==> src/rtl/bbvp_pkg.sv <==
// shared types and constants of the buck-boost voltage loop
// no dependencies; imported by the controller, datapath and top level
package bbvp_pkg;

    // converter modes
    localparam logic [1:0] MODE_IDLE  = 2'd0;
    localparam logic [1:0] MODE_BUCK  = 2'd1;
    localparam logic [1:0] MODE_BOOST = 2'd2;
    localparam logic [1:0] MODE_MIX   = 2'd3;

    // configuration register indexes
    localparam logic [2:0] REG_CAL_GAIN       = 3'd0;
    localparam logic [2:0] REG_CAL_OFFSET     = 3'd1;
    localparam logic [2:0] REG_BUCK_MAX_DUTY  = 3'd2;
    localparam logic [2:0] REG_BOOST_MAX_DUTY = 3'd3;
    localparam logic [2:0] REG_BUCK_MIN_DUTY  = 3'd4;
    localparam logic [2:0] REG_BOOST_MIN_DUTY = 3'd5;
    localparam logic [2:0] REG_PWM_PERIOD     = 3'd6;

    // configuration reset values
    localparam logic [15:0] RST_CAL_GAIN       = 16'd4096;
    localparam logic [15:0] RST_CAL_OFFSET     = 16'd0;
    localparam logic [11:0] RST_BUCK_MAX_DUTY  = 12'd3809;
    localparam logic [11:0] RST_BOOST_MAX_DUTY = 12'd2867;
    localparam logic [11:0] RST_BUCK_MIN_DUTY  = 12'd205;
    localparam logic [11:0] RST_BOOST_MIN_DUTY = 12'd205;
    localparam logic [15:0] RST_PWM_PERIOD     = 16'd32000;

    // fixed duties of the inactive stage
    localparam logic [11:0] BUCK_DUTY_IN_BOOST = 12'd3809;
    localparam logic [11:0] BUCK_DUTY_IN_MIX   = 12'd3277;
    localparam logic [11:0] BOOST_DUTY_IN_BUCK = 12'd287;

    // incremental pid coefficients, q8
    localparam logic signed [16:0] BK0 = 17'sd5203;
    localparam logic signed [16:0] BK1 = -17'sd10246;
    localparam logic signed [16:0] BK2 = 17'sd5044;
    localparam logic signed [16:0] BS0 = 17'sd8860;
    localparam logic signed [16:0] BS1 = -17'sd17445;
    localparam logic signed [16:0] BS2 = 17'sd8588;

    localparam logic signed [17:0] ERR_CAP = 18'sd30;

    // operand selection of the shared multiplier
    typedef enum logic [2:0] {
        MUL_CAL   = 3'd0,
        MUL_E0    = 3'd1,
        MUL_E1    = 3'd2,
        MUL_E2    = 3'd3,
        MUL_BUCK  = 3'd4,
        MUL_BOOST = 3'd5
    } t_mul_src;

    // controller to datapath commands
    typedef struct packed {
        logic     load;
        logic     mul_en;
        t_mul_src mul_src;
        logic     err_calc;
        logic     acc_init;
        logic     acc_add;
        logic     duty_upd;
        logic     bc_cap;
        logic     out_load;
    } t_dp_cmd;

endpackage

==> src/rtl/bbvp_ctrl.sv <==
// sequencer of the voltage loop: steps one beat through the shared datapath
// depends on bbvp_pkg
module bbvp_ctrl (
    input  logic              i_clk,
    input  logic              i_rst_n,
    input  logic              i_in_valid,
    output logic              o_in_stall,
    output logic              o_out_valid,
    input  logic              i_out_stall,
    output bbvp_pkg::t_dp_cmd o_cmd
);
    import bbvp_pkg::*;

    typedef enum logic [10:0] {
        S_IDLE = 11'b000_0000_0001,
        S_CAL  = 11'b000_0000_0010,
        S_ERR  = 11'b000_0000_0100,
        S_E0   = 11'b000_0000_1000,
        S_E1   = 11'b000_0001_0000,
        S_E2   = 11'b000_0010_0000,
        S_SUM  = 11'b000_0100_0000,
        S_DUTY = 11'b000_1000_0000,
        S_SBK  = 11'b001_0000_0000,
        S_SBS  = 11'b010_0000_0000,
        S_FIN  = 11'b100_0000_0000
    } t_state;

    t_state  r_state, n_state;
    logic    r_out_valid, n_out_valid;
    logic    w_in_accept;
    logic    w_out_free;
    t_dp_cmd w_cmd;

    assign w_in_accept = i_in_valid && (r_state == S_IDLE);
    assign w_out_free  = !(r_out_valid && i_out_stall);

    always_comb begin
        n_state = r_state;
        w_cmd   = '0;
        w_cmd.mul_src = MUL_CAL;
        unique case (r_state)
            S_IDLE: begin
                w_cmd.load = w_in_accept;
                if (w_in_accept) n_state = S_CAL;
            end
            S_CAL: begin
                w_cmd.mul_en  = 1'b1;
                w_cmd.mul_src = MUL_CAL;
                n_state = S_ERR;
            end
            S_ERR: begin
                w_cmd.err_calc = 1'b1;
                n_state = S_E0;
            end
            S_E0: begin
                w_cmd.mul_en   = 1'b1;
                w_cmd.mul_src  = MUL_E0;
                w_cmd.acc_init = 1'b1;
                n_state = S_E1;
            end
            S_E1: begin
                w_cmd.mul_en  = 1'b1;
                w_cmd.mul_src = MUL_E1;
                w_cmd.acc_add = 1'b1;
                n_state = S_E2;
            end
            S_E2: begin
                w_cmd.mul_en  = 1'b1;
                w_cmd.mul_src = MUL_E2;
                w_cmd.acc_add = 1'b1;
                n_state = S_SUM;
            end
            S_SUM: begin
                w_cmd.acc_add = 1'b1;
                n_state = S_DUTY;
            end
            S_DUTY: begin
                w_cmd.duty_upd = 1'b1;
                n_state = S_SBK;
            end
            S_SBK: begin
                w_cmd.mul_en  = 1'b1;
                w_cmd.mul_src = MUL_BUCK;
                n_state = S_SBS;
            end
            S_SBS: begin
                w_cmd.mul_en  = 1'b1;
                w_cmd.mul_src = MUL_BOOST;
                w_cmd.bc_cap  = 1'b1;
                n_state = S_FIN;
            end
            S_FIN: begin
                // hold here while the previous result is still stalled
                w_cmd.out_load = w_out_free;
                if (w_out_free) n_state = S_IDLE;
            end
            default: n_state = S_IDLE;
        endcase
    end

    always_comb begin
        n_out_valid = r_out_valid;
        if (r_out_valid && !i_out_stall) n_out_valid = 1'b0;
        if (w_cmd.out_load) n_out_valid = 1'b1;
    end

    always_ff @(posedge i_clk) begin
        if (!i_rst_n) begin
            r_state     <= S_IDLE;
            r_out_valid <= 1'b0;
        end else begin
            r_state     <= n_state;
            r_out_valid <= n_out_valid;
        end
    end

    assign o_in_stall  = (r_state != S_IDLE);
    assign o_out_valid = r_out_valid;
    assign o_cmd       = w_cmd;

    a_accept_starts: assert property (@(posedge i_clk) disable iff (!i_rst_n)
        (i_in_valid && !o_in_stall) |=> (r_state == S_CAL))
        else $error("accepted beat did not start the sequence");

    a_load_when_free: assert property (@(posedge i_clk) disable iff (!i_rst_n)
        w_cmd.out_load |-> !(r_out_valid && i_out_stall))
        else $error("result register overwritten while stalled");

    a_valid_from_fin: assert property (@(posedge i_clk) disable iff (!i_rst_n)
        $rose(r_out_valid) |-> $past(r_state == S_FIN))
        else $error("result valid raised outside the final step");

    a_fin_to_idle: assert property (@(posedge i_clk) disable iff (!i_rst_n)
        (r_state == S_FIN && w_out_free) |=> (r_state == S_IDLE))
        else $error("sequence did not return to idle");

endmodule

==> src/rtl/bbvp_datapath.sv <==
// datapath of the voltage loop: config registers, shared multiplier,
// pid accumulator, clamps and result registers; depends on bbvp_pkg
module bbvp_datapath #(
    parameter logic [11:0] P_BUCK_DUTY_IN_BOOST = bbvp_pkg::BUCK_DUTY_IN_BOOST,
    parameter logic [11:0] P_BUCK_DUTY_IN_MIX   = bbvp_pkg::BUCK_DUTY_IN_MIX,
    parameter logic [11:0] P_BOOST_DUTY_IN_BUCK = bbvp_pkg::BOOST_DUTY_IN_BUCK
) (
    input  logic              i_clk,
    input  logic              i_rst_n,
    input  bbvp_pkg::t_dp_cmd i_cmd,
    input  logic              i_cfg_we,
    input  logic [2:0]        i_cfg_index,
    input  logic [15:0]       i_cfg_data,
    input  logic [11:0]       i_adc_sample,
    input  logic [15:0]       i_target_voltage,
    input  logic [1:0]        i_converter_mode,
    input  logic              i_mode_changed,
    input  logic              i_pwm_enable,
    output logic [11:0]       o_buck_duty,
    output logic [11:0]       o_boost_duty,
    output logic [15:0]       o_buck_compare,
    output logic [14:0]       o_adc_trigger_compare,
    output logic [15:0]       o_boost_compare
);
    import bbvp_pkg::*;

    localparam logic signed [36:0] ACC_MAX = 37'sd2147483647;
    localparam logic signed [36:0] ACC_MIN = -37'sd2147483648;

    // configuration
    logic        [15:0] r_cal_gain;
    logic signed [15:0] r_cal_offset;
    logic        [11:0] r_buck_max, r_boost_max, r_buck_min, r_boost_min;
    logic        [15:0] r_pwm_period;

    // captured beat
    logic [11:0] r_adc;
    logic [15:0] r_tgt;
    logic [1:0]  r_mode;
    logic        r_chg, r_en;

    // loop state
    logic signed [17:0] r_err, r_err_p1, r_err_p2;
    logic signed [31:0] r_integ;
    logic        [11:0] r_held_buck, r_held_boost;

    // working registers
    logic signed [34:0] r_prod;
    logic signed [36:0] r_acc;
    logic        [15:0] r_bc;

    // results
    logic [11:0] r_out_buck, r_out_boost;
    logic [15:0] r_out_bc, r_out_boc;
    logic [14:0] r_out_abc;

    logic signed [17:0] w_mul_a;
    logic signed [16:0] w_mul_b;
    logic               w_is_buck;
    logic signed [17:0] w_vout, w_err;
    logic signed [31:0] w_u;
    logic signed [23:0] w_d;

    function automatic logic [11:0] clamp_duty(logic signed [23:0] d,
                                               logic [11:0] lo, logic [11:0] hi);
        logic signed [23:0] t;
        t = d;
        if (t > $signed({12'b0, hi})) t = $signed({12'b0, hi});
        if (t < $signed({12'b0, lo})) t = $signed({12'b0, lo});
        return t[11:0];
    endfunction

    always_ff @(posedge i_clk) begin
        if (!i_rst_n) begin
            r_cal_gain   <= RST_CAL_GAIN;
            r_cal_offset <= $signed(RST_CAL_OFFSET);
            r_buck_max   <= RST_BUCK_MAX_DUTY;
            r_boost_max  <= RST_BOOST_MAX_DUTY;
            r_buck_min   <= RST_BUCK_MIN_DUTY;
            r_boost_min  <= RST_BOOST_MIN_DUTY;
            r_pwm_period <= RST_PWM_PERIOD;
        end else if (i_cfg_we) begin
            unique case (i_cfg_index)
                REG_CAL_GAIN:       r_cal_gain   <= i_cfg_data;
                REG_CAL_OFFSET:     r_cal_offset <= $signed(i_cfg_data);
                REG_BUCK_MAX_DUTY:  r_buck_max   <= i_cfg_data[11:0];
                REG_BOOST_MAX_DUTY: r_boost_max  <= i_cfg_data[11:0];
                REG_BUCK_MIN_DUTY:  r_buck_min   <= i_cfg_data[11:0];
                REG_BOOST_MIN_DUTY: r_boost_min  <= i_cfg_data[11:0];
                REG_PWM_PERIOD:     r_pwm_period <= i_cfg_data;
                default: ;
            endcase
        end
    end

    always_ff @(posedge i_clk) begin
        if (i_cmd.load) begin
            r_adc  <= i_adc_sample;
            r_tgt  <= i_target_voltage;
            r_mode <= i_converter_mode;
            r_chg  <= i_mode_changed;
            r_en   <= i_pwm_enable;
        end
    end

    // shared signed 18x17 multiplier
    assign w_is_buck = (r_mode == MODE_BUCK);

    always_comb begin
        case (i_cmd.mul_src)
            MUL_CAL: begin
                w_mul_a = $signed({6'b0, r_adc});
                w_mul_b = $signed({1'b0, r_cal_gain});
            end
            MUL_E0: begin
                w_mul_a = r_err;
                w_mul_b = w_is_buck ? BK0 : BS0;
            end
            MUL_E1: begin
                w_mul_a = r_err_p1;
                w_mul_b = w_is_buck ? BK1 : BS1;
            end
            MUL_E2: begin
                w_mul_a = r_err_p2;
                w_mul_b = w_is_buck ? BK2 : BS2;
            end
            MUL_BUCK: begin
                w_mul_a = $signed({6'b0, r_held_buck});
                w_mul_b = $signed({1'b0, r_pwm_period});
            end
            MUL_BOOST: begin
                w_mul_a = $signed({6'b0, r_held_boost});
                w_mul_b = $signed({1'b0, r_pwm_period});
            end
            default: begin
                w_mul_a = '0;
                w_mul_b = '0;
            end
        endcase
    end

    always_ff @(posedge i_clk) begin
        if (i_cmd.mul_en) r_prod <= w_mul_a * w_mul_b;
    end

    // calibrated voltage and capped error
    assign w_vout = $signed({2'b00, r_prod[27:12]}) + 18'(r_cal_offset);
    assign w_err  = $signed({2'b00, r_tgt}) - w_vout;

    always_ff @(posedge i_clk) begin
        if (i_cmd.err_calc) r_err <= (w_err > ERR_CAP) ? ERR_CAP : w_err;
    end

    // pid sum, integrator dropped on a mode change
    always_ff @(posedge i_clk) begin
        if (i_cmd.acc_init) r_acc <= r_chg ? '0 : 37'(r_integ);
        else if (i_cmd.acc_add) r_acc <= r_acc + 37'(r_prod);
    end

    assign w_u = (r_acc > ACC_MAX) ? 32'sh7FFF_FFFF :
                 (r_acc < ACC_MIN) ? 32'sh8000_0000 : $signed(r_acc[31:0]);
    assign w_d = w_u[31:8];

    always_ff @(posedge i_clk) begin
        if (!i_rst_n) begin
            r_err_p1     <= '0;
            r_err_p2     <= '0;
            r_integ      <= '0;
            r_held_buck  <= '0;
            r_held_boost <= '0;
        end else if (i_cmd.duty_upd) begin
            if (r_mode == MODE_IDLE) begin
                r_err_p1 <= '0;
                r_err_p2 <= '0;
                r_integ  <= '0;
                if (!r_en) r_held_buck <= r_buck_min;
            end else begin
                r_err_p2 <= r_err_p1;
                r_err_p1 <= r_err;
                r_integ  <= w_u;
                if (w_is_buck) begin
                    r_held_buck  <= r_en ? clamp_duty(w_d, r_buck_min, r_buck_max)
                                         : r_buck_min;
                    r_held_boost <= P_BOOST_DUTY_IN_BUCK;
                end else begin
                    if (!r_en) r_held_buck <= r_buck_min;
                    else if (r_mode == MODE_BOOST) r_held_buck <= P_BUCK_DUTY_IN_BOOST;
                    else r_held_buck <= P_BUCK_DUTY_IN_MIX;
                    r_held_boost <= clamp_duty(w_d, r_boost_min, r_boost_max);
                end
            end
        end
    end

    always_ff @(posedge i_clk) begin
        if (i_cmd.bc_cap) r_bc <= r_prod[27:12];
    end

    // result registers, r_prod holds boost duty times period here
    always_ff @(posedge i_clk) begin
        if (i_cmd.out_load) begin
            r_out_buck  <= r_held_buck;
            r_out_boost <= r_held_boost;
            r_out_bc    <= r_bc;
            r_out_abc   <= r_bc[15:1];
            r_out_boc   <= r_pwm_period - r_prod[27:12];
        end
    end

    assign o_buck_duty           = r_out_buck;
    assign o_boost_duty          = r_out_boost;
    assign o_buck_compare        = r_out_bc;
    assign o_adc_trigger_compare = r_out_abc;
    assign o_boost_compare       = r_out_boc;

endmodule

==> src/rtl/buck_boost_voltage_pid_core.sv <==
// top level of the buck-boost voltage loop controller
// depends on bbvp_pkg, bbvp_ctrl and bbvp_datapath
//
// usage
//   input channel: one beat per control tick carrying the raw adc sample,
//   the target voltage, the converter mode, the mode-change flag and the
//   pwm enable; taken at an edge with i_in_valid high and o_in_stall low
//   output channel: one beat per input beat with both q12 duties and the
//   buck, adc trigger and boost timer compare values; taken at an edge with
//   o_out_valid high and i_out_stall low
//   config port: i_cfg_we writes i_cfg_data into register i_cfg_index at the
//   edge, index 0 cal gain to 6 pwm period; other indexes are ignored
// timing
//   the result is loaded after the steps calibrate, error, three pid taps,
//   sum, duty, two compare scalings and final step; a new beat is taken only
//   once the last has left the final step; the steps come from the one
//   shared 18x17 multiplier, each product registered before it is used
//   a finished result waits in the output register, so the next beat runs
//   while the receiver stalls; a second result waits until the first is gone
// reset
//   i_rst_n (synchronous, active low) loads the default config, clears the
//   past errors, integrator and held duties and empties the output register
module buck_boost_voltage_pid_core #(
    parameter logic [11:0] P_BUCK_DUTY_IN_BOOST = bbvp_pkg::BUCK_DUTY_IN_BOOST,
    parameter logic [11:0] P_BUCK_DUTY_IN_MIX   = bbvp_pkg::BUCK_DUTY_IN_MIX,
    parameter logic [11:0] P_BOOST_DUTY_IN_BUCK = bbvp_pkg::BOOST_DUTY_IN_BUCK
) (
    input  logic        i_clk,
    input  logic        i_rst_n,
    // config write port
    input  logic        i_cfg_we,
    input  logic [2:0]  i_cfg_index,
    input  logic [15:0] i_cfg_data,
    // input channel
    input  logic        i_in_valid,
    output logic        o_in_stall,
    input  logic [11:0] i_adc_sample,
    input  logic [15:0] i_target_voltage,
    input  logic [1:0]  i_converter_mode,
    input  logic        i_mode_changed,
    input  logic        i_pwm_enable,
    // output channel
    output logic        o_out_valid,
    input  logic        i_out_stall,
    output logic [11:0] o_buck_duty,
    output logic [11:0] o_boost_duty,
    output logic [15:0] o_buck_compare,
    output logic [14:0] o_adc_trigger_compare,
    output logic [15:0] o_boost_compare
);
    import bbvp_pkg::*;

    // command bundle from the sequencer
    t_dp_cmd w_cmd;

    bbvp_ctrl u_ctrl (
        .i_clk       (i_clk),
        .i_rst_n     (i_rst_n),
        .i_in_valid  (i_in_valid),
        .o_in_stall  (o_in_stall),
        .o_out_valid (o_out_valid),
        .i_out_stall (i_out_stall),
        .o_cmd       (w_cmd)
    );

    // arithmetic, loop state and result registers
    bbvp_datapath #(
        .P_BUCK_DUTY_IN_BOOST (P_BUCK_DUTY_IN_BOOST),
        .P_BUCK_DUTY_IN_MIX   (P_BUCK_DUTY_IN_MIX),
        .P_BOOST_DUTY_IN_BUCK (P_BOOST_DUTY_IN_BUCK)
    ) u_datapath (
        .i_clk                 (i_clk),
        .i_rst_n               (i_rst_n),
        .i_cmd                 (w_cmd),
        .i_cfg_we              (i_cfg_we),
        .i_cfg_index           (i_cfg_index),
        .i_cfg_data            (i_cfg_data),
        .i_adc_sample          (i_adc_sample),
        .i_target_voltage      (i_target_voltage),
        .i_converter_mode      (i_converter_mode),
        .i_mode_changed        (i_mode_changed),
        .i_pwm_enable          (i_pwm_enable),
        .o_buck_duty           (o_buck_duty),
        .o_boost_duty          (o_boost_duty),
        .o_buck_compare        (o_buck_compare),
        .o_adc_trigger_compare (o_adc_trigger_compare),
        .o_boost_compare       (o_boost_compare)
    );

endmodule
==> config.mk <==
export PLATFORM = sky130hd
export DESIGN_NAME = buck_boost_voltage_pid_core
export DESIGN_NICKNAME = d
export VERILOG_FILES = /design/src/rtl/bbvp_pkg.sv /design/src/rtl/bbvp_ctrl.sv /design/src/rtl/bbvp_datapath.sv /design/src/rtl/buck_boost_voltage_pid_core.sv
export SDC_FILE = /design/constraint.sdc
export NUM_CORES = 2
export LEC_CHECK = 0
export BUFFER_PORTS_ARGS = -buffer_cell sky130_fd_sc_hd__buf_2
export CAP_MARGIN = 5
export CORE_MARGIN = 4
export CORE_UTILIZATION = 43
export DETAILED_ROUTE_END_ITERATION = 12
export PLACE_DENSITY = 0.59
export SLEW_MARGIN = 20
export SYNTH_ARGS = -nofsm -noshare
export SYNTH_HDL_FRONTEND = slang
export SYNTH_SLANG_ARGS = --single-unit
==> constraint.sdc <==
create_clock -name i_clk -period 7.6 [get_ports i_clk]
set_input_delay 0 -clock i_clk [delete_from_list [all_inputs] [get_ports i_clk]]
set_output_delay 0 -clock i_clk [all_outputs]
set_load 0.02 [all_outputs]
## Yosys cells after proc, flatten, opt, wreduce, memory -nomap -nowiden

Index checks and enable logic that the tools add are counted.

| operators by class | value |
|---|---|
| add/subtract/negate cells | 4 |
| magnitude comparators | 7 |
| eq/ne operators | 28 |
| multiplexer cells | 45 |
| bitwise operators | 1 |
| reduce and logical (&&, ||, !) cells | 22 |
| multiply operators | 1 |

Operators by type and width:

| operator | count |
|---|---|
| $mux W24 | 10 |
| $pmux W11 S11 | 1 |
| $mux W37 | 3 |
| $pmux W18 S6 | 1 |
| $mux W12 | 8 |
| $mux W32 | 3 |
| $pmux W17 S5 | 1 |
| $gt A24 B13 Y1 | 2 |
| $lt A24 B13 Y1 | 2 |
| $add A37 B35 Y37 | 1 |
| $gt A37 B32 Y1 const B | 1 |
| $lt A37 B32 Y1 const B | 1 |
| $mux W18 | 2 |
| $mul A18 B17 Y35 | 1 |
| $mux W14 | 2 |
| $pmux W4 S6 | 1 |
| $mux W11 | 2 |
| $reduce_and A2 Y1 | 10 |
| $add A17 B16 Y18 | 1 |
| $gt A18 B6 Y1 const B | 1 |
| $sub A17 B18 Y18 | 1 |
| $sub A16 B16 Y16 | 1 |
| $eq A3 B3 Y1 const B | 5 |
| $mux W15 | 1 |
| 28 further kinds | 46 |

| word-level totals | value |
|---|---|
| bits of input ports | 56 |
| register bits | 409 |
| output and inout port bits | 73 |
| logic and storage cells | 136 |

## Logic depth before layout (Yosys ltp)

| depth | value |
|---|---|
| depth in word-level cells | 14 |
| depth in mapped cells | 35 |
| depth with buffers taken out | 33 |

## By module

A second synthesis with hierarchy kept.

| unflattened totals | value |
|---|---|
| cells, all modules | 3,477 |
| area, all modules | 32,382.3 um^2 |

By module, submodules not included:

| module | cells an instance | sequential area each (um^2) | times used | area each (um^2) |
|---|---|---|---|---|
| bbvp_datapath | 3,393 | 9,589.2 | 1 | 31,649.1 |
| bbvp_ctrl | 84 | 240.2 | 1 | 733.2 |

## Worst setup path before layout

OpenSTA, ideal clock, no wires.

| timing path | value |
|---|---|
| path kind | register to register |
| start point | register u_ctrl.r_state[0] |
| end point | register u_datapath.r_prod[28] (data pin) |
| period minus slack after synthesis | 7,767 ps |
| arrival time | 7,609 ps |
| stages on the path, launching flop included | 30 |
| setup slack | -167 ps |
| path buffers | 3 |
| required time | 7,442 ps |
| setup time | 158 ps |
| path through | dfxtp_1 > clkbuf_1 > nor4_1 > and4b_1 > clkbuf_1 > clkbuf_1 > a222oi_1 > nand2_1 > a21oi_1 > nor2_1 > fa_1 > inv_1 > fa_1 > fa_1 > fa_1 > inv_1 > fa_1 > inv_1 > fa_1 > inv_1 > ha_1 > a21oi_1 > o32ai_1 > a211oi_1 > nor3_1 > o21ai_1 > nand2b_1 > a21o_1 > a2111o_1 > o211ai_1 |

| between the ends | value |
|---|---|
| longest elaborated chain between the ends | 6 |
| elaborated cells on any way between the ends | 17 |
| classes of those cells | mul (1); eq/ne (11); mux (3); reduce/logical (2) |

Ends and longest elaborated chain:

| element | RTL line | text |
|---|---|---|
| start, declared | bbvp_ctrl.sv:28 | `t_state r_state, n_state;` |
| start signal, assigned | bbvp_ctrl.sv:112 | `r_state <= n_state;` |
| $eq A11 B10 Y1 (tied with other cells) | bbvp_ctrl.sv:41 | `unique case (r_state)` |
| $pmux W4 S6 (*) | bbvp_ctrl.sv:41 |  |
| $eq A3 B3 Y1 | bbvp_datapath.sv:110 | `case (i_cmd.mul_src)` |
| $reduce_or A2 Y1 (no source line) | -- |  |
| $pmux W17 S5 | bbvp_datapath.sv:110 |  |
| $mul A18 B17 Y35 (*) | bbvp_datapath.sv:143 | `if (i_cmd.mul_en) r_prod <= w_mul_a * w_mul_b;` |
| end signal, assigned | bbvp_datapath.sv:143 |  |
| end, declared | bbvp_datapath.sv:48 | `logic signed [34:0] r_prod;` |

Mark *: on every way between the ends. The rest lies on a longest branch, timed or not.
A chain may end at the register's enable or synchronous reset.

## Worst setup path in the final report

| timing path | value |
|---|---|
| start point | register u_ctrl.r_state[1] |
| end point | register u_datapath.r_prod[28] (data pin) |

Same word-level chain as after synthesis.

==> metrics.txt <==
Synth Area in Compound Gates 0.142; Nets 4422; Max FO, Critical Path 5; Crit. End Element flop; deepest clock path buffer count 3; Filler cells 6611; DP HPWL 77800 um; die width 279 um; Site Rows 99; drt pass-1 iters 5; IO Port Bufs 128; cell count after synthesis 3354; Final Hold Viols 0; Crit Path Category flop to flop; layout cells sized above 1 0.223; die area 0.0777 mm2; initial drt markers 2331; Tot GR Track Use 0.256; area of the multi-input gates 0.0203 mm2; routability congestion estimate 0.945; yosys warns 0; FF/Latch Area 0.00984 mm2; Leak 0.0175 uW; clk sink count 394; total power 5570 uW; Most common cell on crit path fa_1; slew margin rel. 0.289; Mapped Area 0.0315 mm2; XOR/XNOR Fraction of Synth Area 0.0258; Synth Net Count 3942; Yosys top cell area share 0.210; Worst-Margin Slew 1.07 ns; sequential area share after synthesis 0.312; H-tree lvl count 2; CP arrival 8.02 ns; CP max stage cell or4_4; placed cell areas 0.0353 mm2; Area Overhead vs Synth 25.0%; unrepaired setup endpoints after global routing true; EDFF count, synth 194; max_cap viols 0; post-synth cell types 88; core area 0.0728 mm2; maximum vdd drop 0.000221 V; fin crit share 0.998; largest net degree at the start of global routing 113; FFs w/ async S/R, synth 0; GR Overflow Total 0; vias in the first global route 25300; global-route wire length before repair 154000 um; I/O Pins 129; final setup fails 0; Starting Density 0.433; top cells by area, synth fa_1 (21%), edfxtp_1 (18%), dfxtp_1 (13%); total wire length 101000 um; worst path required time 8.04 ns; root buf cell clkbuf_16; Clock Latency Late Sink 0.60 ns; via count 25800; mux share of post-synthesis cell area 0.00571; simple-gate share of the synthesized area 0.149; DR DRC count 0; final core occ 0.541; status complete, no violations; commonest register cell after synthesis dfxtp_1; CTS Buf Count 47; Synth Register Bits 394; CP startpoint kind flop; worst hold path class input port to flop; CTS tree yes; worst stage delay on the critical path 0.55 ns; ANT nets after route 0; Avg Cell Area, Syn 9.40 um2; via/cell ratio 5.33; Achievable Freq 0.132 GHz; WL/cell 20.8 um; Die Height 279 um; Max Clock Skew 0.0135 ns; largest family of logic cells by synthesized area adder cells; min Tclk post-route 7.59 ns; Final Cell Area 0.0394 mm2; Slew Limit Fails 0; Clk pin slew, worst setup/hold paths 0.06 ns; Pwr per Cell Area 141 mW/mm2; antenna violations before repair 5; Yosys top cell by area fa_1; Adder-Cell Fraction of Synth Area 0.290
-- final timing paths --
kind / startpoint / to / slack, ns / depth (start not counted)
setup / recovery: u_ctrl.r_state[1]$_SDFFE_PN0P_ / u_datapath.r_prod[28]$_DFFE_PN_ / 0.01 / 34
setup reg to reg: u_ctrl.r_state[1]$_SDFFE_PN0P_ / u_datapath.r_prod[28]$_DFFE_PN_ / 0.01 / 34
hold / removal: i_target_voltage[8] / u_datapath.r_tgt[8]$_DFFE_PP_ / 0.11 / 2
hold reg to reg: u_datapath.r_bc[5]$_DFFE_PN_ / u_datapath.o_adc_trigger_compare[4]$_DFFE_PP_ / 0.42 / 0
-- cells in the mapped netlist, drive strengths merged (10+ instances only) --
| library cell | n |
|---|---|
| clkbuf | 97 |
| ha | 202 |
| o31ai | 10 |
| a211oi | 12 |
| or2 | 26 |
| nand2 | 426 |
| nor2b | 36 |
| o21bai | 16 |
| nor4 | 10 |
| a22oi | 36 |
| fa | 330 |
| nand4 | 12 |
| o211ai | 27 |
| and3 | 15 |
| a21boi | 124 |
| a21oi | 143 |
| and2 | 23 |
| a31oi | 10 |
| xor2 | 30 |
| nor3 | 31 |
| nand3 | 108 |
| inv | 467 |
| xnor2 | 62 |
| buf | 46 |
| nand2b | 20 |
| dfxtp | 200 |
| a21o | 77 |
| o21ai | 113 |
| nor2 | 305 |
| o21a | 20 |
| edfxtp | 194 |
| mux2i | 18 |
-- critical path: cells and delay by family, from the launching register on --
kind                     cells  cell delay (ns)
AO/OA/AOI/OAI                8             1.47
AND/OR/NAND/NOR             11             1.54
adder cells (fa/ha/maj)      7             3.24
flip-flops                   1             0.33
buffers and inverters        8             0.82
-- state kept, by name (all words and copies together), names as in the netlist, 15 cells and up --
signal                            count
u_datapath.r_acc                     37
u_datapath.r_prod                    35
u_datapath.r_integ                   32
u_datapath.r_err                     18
u_datapath.r_err_p1                  18
u_datapath.r_err_p2                  18
u_datapath.o_boost_compare           16
u_datapath.r_bc                      16
u_datapath.r_cal_gain                16
u_datapath.r_cal_offset              16
u_datapath.r_pwm_period              16
u_datapath.r_tgt                     16
u_datapath.o_adc_trigger_compare     15
-- layout by cell type, fill, tap and decap left out, drive strengths merged, types with 12 or more instances in the layout --
| cell | count |
|---|---|
| clkbuf | 59 |
| ha | 202 |
| mux2i | 18 |
| fa | 330 |
| xor2 | 30 |
| a211oi | 12 |
| and3 | 15 |
| nor3 | 31 |
| buf | 514 |
| dlygate4sd3 | 56 |
| or2 | 26 |
| nor2b | 36 |
| o211ai | 27 |
| edfxtp | 194 |
| nand2b | 20 |
| nor2 | 305 |
| o21bai | 16 |
| and2 | 23 |
| clkinv | 18 |
| nand2 | 426 |
| xnor2 | 62 |
| nand3 | 108 |
| o21a | 20 |
| nand4 | 12 |
| a21o | 77 |
| dfxtp | 200 |
| a22oi | 36 |
| a21oi | 143 |
| inv | 471 |
| a21boi | 124 |
| o21ai | 113 |
-- report_power, final --
group	switching [uW]	internal, uW
clock	1000	1310
sequential	42.2	2280
combinational	534	412
-- layout make-up --
cell class,count,area share
timing repair buffer,574,0.119
antenna,1,0.0000635
tap,959,0.0304
inverter,467,0.0445
clock buffer,55,0.0327
multi-input combinational,2350,0.516
clock inverter,33,0.00791
sequential,394,0.250
-- logic make-up (layout without fill, tap and decap cells) --
logic type / Yosys count / in the layout
other: 0 / 1
DFF: 394 / 394
muxes: 18 / 18
AOI/OAI and AO/OA: 653 / 653
xor gates and xnor gates: 92 / 92
and+or+nand+nor: 1055 / 1055
buffers and inverters: 610 / 1129
adders and majority gates: 532 / 532
-- repair_timing --
item	CTS	global route
gates resized for setup	93	205
endpoints found under the setup margin	18	17
buffers inserted	36	56
pin swaps	80	188
hold endpoints to repair	131	0
hold buffers	56	0
gates cloned	1	3
-- metrics by stage --
stage / hold slack [ns] / setup WS (ns) / instances / setup TNS [ns]
after global routing: 0.103 / -0.220 / 4832 / -1.65
after floorplan: 0.0989 / 0.00225 / 3354 / 0
after detailed placement: 0.178 / -0.575 / 4601 / -6.25
after global placement: 0.176 / -0.572 / 4601 / -5.37
final: 0.108 / 0.0140 / 4833 / 0
after CTS: 0.0788 / -0.00515 / 4780 / -0.00515
-- per-layer routing --
layer | vias to the layer above | part of all wire | GRT usage
li1 | 12100 | - | -
met1 | 12700 | 0.44 | 0.363
met2 | 785 | 0.46 | 0.409
met3 | 137 | 0.067 | 0.0364
met4 | 0 | 0.036 | 0.0794
met5 | - | 0 | 0
Note: power is estimated with default switching activity, not from simulation.
